**src/hw/rtl/hgl_pkg.sv**
```systemverilog
// Package for the hash group labeler: word types, controller states,
// command and status groups, and the hash constant. No dependencies.
package hgl_pkg;

  localparam int unsigned     TABLE_SLOTS_DEF = 4096;
  localparam int unsigned     MAX_GROUPS_DEF  = 2048;
  localparam longint unsigned MAX_ROWS_DEF    = 64'd1048576;

  localparam logic [63:0] HASH_MULT = 64'h9E37_79B9_7F4A_7C15;

  typedef struct packed {
    logic signed [63:0] key;
    logic               start_req;
  } in_word_t;

  typedef struct packed {
    logic [10:0] label;
    logic        is_new;
    logic [19:0] row_index;
    logic [19:0] group_first_row;
    logic [20:0] group_count;
    logic        overflow;
  } out_word_t;

  typedef enum logic [2:0] {
    ST_INIT,
    ST_IDLE,
    ST_CLEAR,
    ST_HASH,
    ST_PROBE,
    ST_CMP,
    ST_GRP
  } hgl_state_t;

  typedef struct packed {
    logic load_key;
    logic clear_set;
    logic clear_wr;
    logic hash;
    logic probe_rd;
    logic probe_adv;
    logic ins_new;
    logic grp_rd;
    logic grp_upd;
    logic emit_ovf;
  } hgl_cmd_t;

  typedef struct packed {
    logic clear_done;
    logic row_full;
    logic hit_free;
    logic hit_key;
    logic probe_last;
    logic grp_full;
  } hgl_status_t;

endpackage

```
**src/hw/rtl/hgl_ctrl.sv**
```systemverilog
// Controller state machine of the hash group labeler.
// Depends on hgl_pkg; drives hgl_datapath through hgl_cmd_t.
module hgl_ctrl (
  input  logic                clk,
  input  logic                rst_n,
  input  logic                start,
  input  logic                start_req,
  input  hgl_pkg::hgl_status_t sts,
  output hgl_pkg::hgl_cmd_t   cmd,
  output logic                busy
);
  import hgl_pkg::*;

  hgl_state_t state_r, state_nxt;

  always_ff @(posedge clk) begin
    if (!rst_n) begin
      state_r <= ST_INIT;
    end else begin
      state_r <= state_nxt;
    end
  end

  always_comb begin
    state_nxt = state_r;
    cmd       = '0;
    busy      = (state_r != ST_IDLE);
    unique case (state_r)
      ST_INIT: begin
        cmd.clear_wr = 1'b1;
        if (sts.clear_done) state_nxt = ST_IDLE;
      end
      ST_IDLE: begin
        if (start) begin
          cmd.load_key = 1'b1;
          if (start_req) begin
            cmd.clear_set = 1'b1;
            state_nxt     = ST_CLEAR;
          end else begin
            state_nxt = ST_HASH;
          end
        end
      end
      ST_CLEAR: begin
        cmd.clear_wr = 1'b1;
        if (sts.clear_done) state_nxt = ST_HASH;
      end
      ST_HASH: begin
        if (sts.row_full) begin
          cmd.emit_ovf = 1'b1;
          state_nxt    = ST_IDLE;
        end else begin
          cmd.hash  = 1'b1;
          state_nxt = ST_PROBE;
        end
      end
      ST_PROBE: begin
        cmd.probe_rd = 1'b1;
        state_nxt    = ST_CMP;
      end
      ST_CMP: begin
        priority if (sts.hit_free) begin
          if (sts.grp_full) cmd.emit_ovf = 1'b1;
          else cmd.ins_new = 1'b1;
          state_nxt = ST_IDLE;
        end else if (sts.hit_key) begin
          cmd.grp_rd = 1'b1;
          state_nxt  = ST_GRP;
        end else if (sts.probe_last) begin
          cmd.emit_ovf = 1'b1;
          state_nxt    = ST_IDLE;
        end else begin
          cmd.probe_adv = 1'b1;
          state_nxt     = ST_PROBE;
        end
      end
      ST_GRP: begin
        cmd.grp_upd = 1'b1;
        state_nxt   = ST_IDLE;
      end
      default: begin
        state_nxt = ST_INIT;
      end
    endcase
  end

endmodule

```
**config.mk**
```make
export PLATFORM = sky130hd
export DESIGN_NAME = hgl_ctrl
export DESIGN_NICKNAME = d
export VERILOG_FILES = /design/src/hw/rtl/hgl_pkg.sv /design/src/hw/rtl/hgl_ctrl.sv
export SDC_FILE = /design/constraint.sdc
export NUM_CORES = 1
export LEC_CHECK = 0
export ABC_AREA = 1
export BUFFER_PORTS_ARGS = -buffer_cell sky130_fd_sc_hd__buf_2
export CORE_AREA = 4 4 41 43
export CTS_CLUSTER_SIZE = 14
export DETAILED_ROUTE_END_ITERATION = 7
export DIE_AREA = 0 0 45 47
export HOLD_SLACK_MARGIN = 0.15
export PLACE_DENSITY_LB_ADDON = 0.05
export SLEW_MARGIN = 10
export SYNTH_ARGS = -nofsm -noshare
export SYNTH_HDL_FRONTEND = slang
export SYNTH_SLANG_ARGS = --single-unit
```
**constraint.sdc**
```tcl
create_clock -name clk -period 2.1 [get_ports clk]
set_input_delay 0 -clock clk [delete_from_list [all_inputs] [get_ports clk]]
set_output_delay 0 -clock clk [all_outputs]
set_load 0.02 [all_outputs]
```
==> flow_summary_export.csv <==
group,metric,value,unit
run_status,status,"finished clean",
clocking,clockBufferDepth,2,
placement,place.gp.congestion,0.737,
floorplanning,io_pins,21,
synthesis,syn_area_per_cell,5.24,um2
routing,wirelength,878,um
min_path,hold_class,"primary input to flop",
clocking,cts_made_buffers,3,
clocking,clock_latency,0.23,ns
floorplanning,die_width,45,um
floorplanning,dieArea,2120,um2
synthesis,synth_seq_cells,3,
routing,drt-vias-per-instance,4.33,
grt,track_usage,0.107,
synthesis,netlist_area,304,um2
synthesis,synthCells,58,
floorplanning,rows,13,
floorplanning,initial_core_util,0.234,
final_layout,largest_reg_flops,3,
sta,hold_viol_final,0,
setup_path,crit_arrival,1.68,ns
final_layout,n_antenna_cell,0,
grt,antenna_found_initial,0,
setup_path,worst_setup_path_end_kind,"flop",
sta,fin_hold_ws,0.172,ns
power,finalPower,336,uW
sta,tightest_slew,0.223,ns
routing,drt-pass1-iter-count,3,
sta,fmax,0.641,GHz
sta,finalSetupViolations,0,
grt,grt_overflow,0,
final_layout,num-nets-final,97,
final_layout,final_cell_area,489,um2
synthesis,yosysUniqueCellTypes,13,
setup_path,required,2.22,ns
sta,fin_crit,1.56,ns
sta,fin_tns_setup,0,ns
routing,first_iter_violations,3,
grt,grt_max_degree,7,
placement,post_dp_cell_area,423,um2
setup_path,cp-start-kind,"flop",
final_layout,top_regs,"state_r: 3 flops",
clocking,ctsRootBufferMaster,"clkbuf_4",
grt,grt_pass1_vias,412,
floorplanning,die_y,47,um
setup_path,crit_fanout,5,
final_layout,drive_gt1_frac,0.337,
sta,max_slew_margin,0.851,
clocking,tritoncts,"yes",
routing,ant_nets,0,
synthesis,synth.net_count,68,
power,power_leakage,0.309,nW
clocking,clock-sinks,3,
final_layout,syn_to_final_growth,60.9,%
power,max-vdd-ir-drop,402,uV
placement,place_ws,1.00,ns
sta,period_share,0.742,
synthesis,seq_area_frac_synth,0.198,
placement,dp_cells,93,
synthesis,ys_warn_count,0,
routing,drc,0,
clocking,htreeDepth,1,
sta,layout_setup_ws,0.541,ns
sta,finClkSkew,0.000469,ns
final_layout,layout_commonest_cell,"buf_2",
sta,maxSlewViolCount,0,
final_layout,fin_util,0.376,
power,p_per_area,686,nW/um2
sta,rsz0062_at_grt,"no",
routing,vias,437,
grt,grt_pass1_wl,1600,um
final_layout,layout_common_cells,"buf_2, nand2_1, inv_1, nor2_1, nand3_1",
setup_path,path_class,"flop to flop",
placement,numPortBuffers,20,
floorplanning,core,1300,um2
clocking,clk_pin_slew,0.04,ns
final_layout,nFillCells,164,
clocking,post_cts_resized,0,
placement,place_hpwl,725,um
clocking,postCtsSetupBuffers,0,
run,maxCapViolCount,0,
routing,wl_per_cell,8.69,um
final_layout,max_flop_register,"state_r",
final_layout,fin_cells,101,
## cell families after synthesis
kind of cell,count (synthesis),share of synthesized area
buffers and inverters,13,0.161
AOI/OAI and AO/OA,4,0.0782
and+or+nand+nor,38,0.564
DFF,3,0.198
## cells in the mapped netlist, drive strengths merged
library cell | n | area, um2
o21a | 1 | 7.51
o21ai | 2 | 10.0
nor4 | 1 | 12.5
nor3 | 3 | 20.0
nand2 | 18 | 67.6
nor2 | 9 | 36.3
dfxtp | 3 | 60.1
a31oi | 1 | 6.26
nand3 | 7 | 35.0
inv | 13 | 48.8
## critical path, stage by stage (launching register included)
cell and delay [ns]:
dfxtp_1 0.39, inv_2 0.08, nor2_2 0.11, nand3_1 0.08, nand2_1 0.08, nor2_1 0.05
nand2_1 0.06, nand2_1 0.05, dlygate4sd3_1 0.54
## report_power, final
part | leakage [nW] | internal, mW | switching (mW)
Combinational | 0.269 | 0.0570 | 0.0941
Sequential | 0.0246 | 0.0679 | 0.0146
Clock | 0.0150 | 0.0713 | 0.0307
## per-layer routing
| layer | track usage | wire, um |
|---|---|---|
| met1 | 0.125 | 415 |
| met5 | 0 | 0 |
| met2 | 0.169 | 388 |
| met3 | 0.0575 | 74 |
| met4 | 0.0351 | 0 |
## final cells by class
class                      count  area, um2  share of cell area
multi-input combinational     42        195               0.399
timing repair buffer          24        140               0.286
sequential                     3       60.1               0.123
inverter                      13       48.8              0.0997
clock buffer                   4       26.3              0.0537
tap                           15       18.8              0.0384
## timing repair
item | in CTS | in global routing
setup endpoints to repair | 0 | 0
hold buffers | 4 | 0
endpoints found under the hold margin | 3 | 0
## path summary, 6_finish.rpt
| check | from | to | slack [ns] | cells after the start |
|---|---|---|---|---|
| max | state_r[0] | state_r[0] | 0.54 | 8 |
| min reg2reg | state_r[1] | state_r[1] | 0.53 | 2 |
| max reg2reg | state_r[0] | state_r[0] | 0.54 | 8 |
| min | sts[2] | state_r[1] | 0.17 | 5 |
Note: power is estimated with default switching activity, not from simulation.
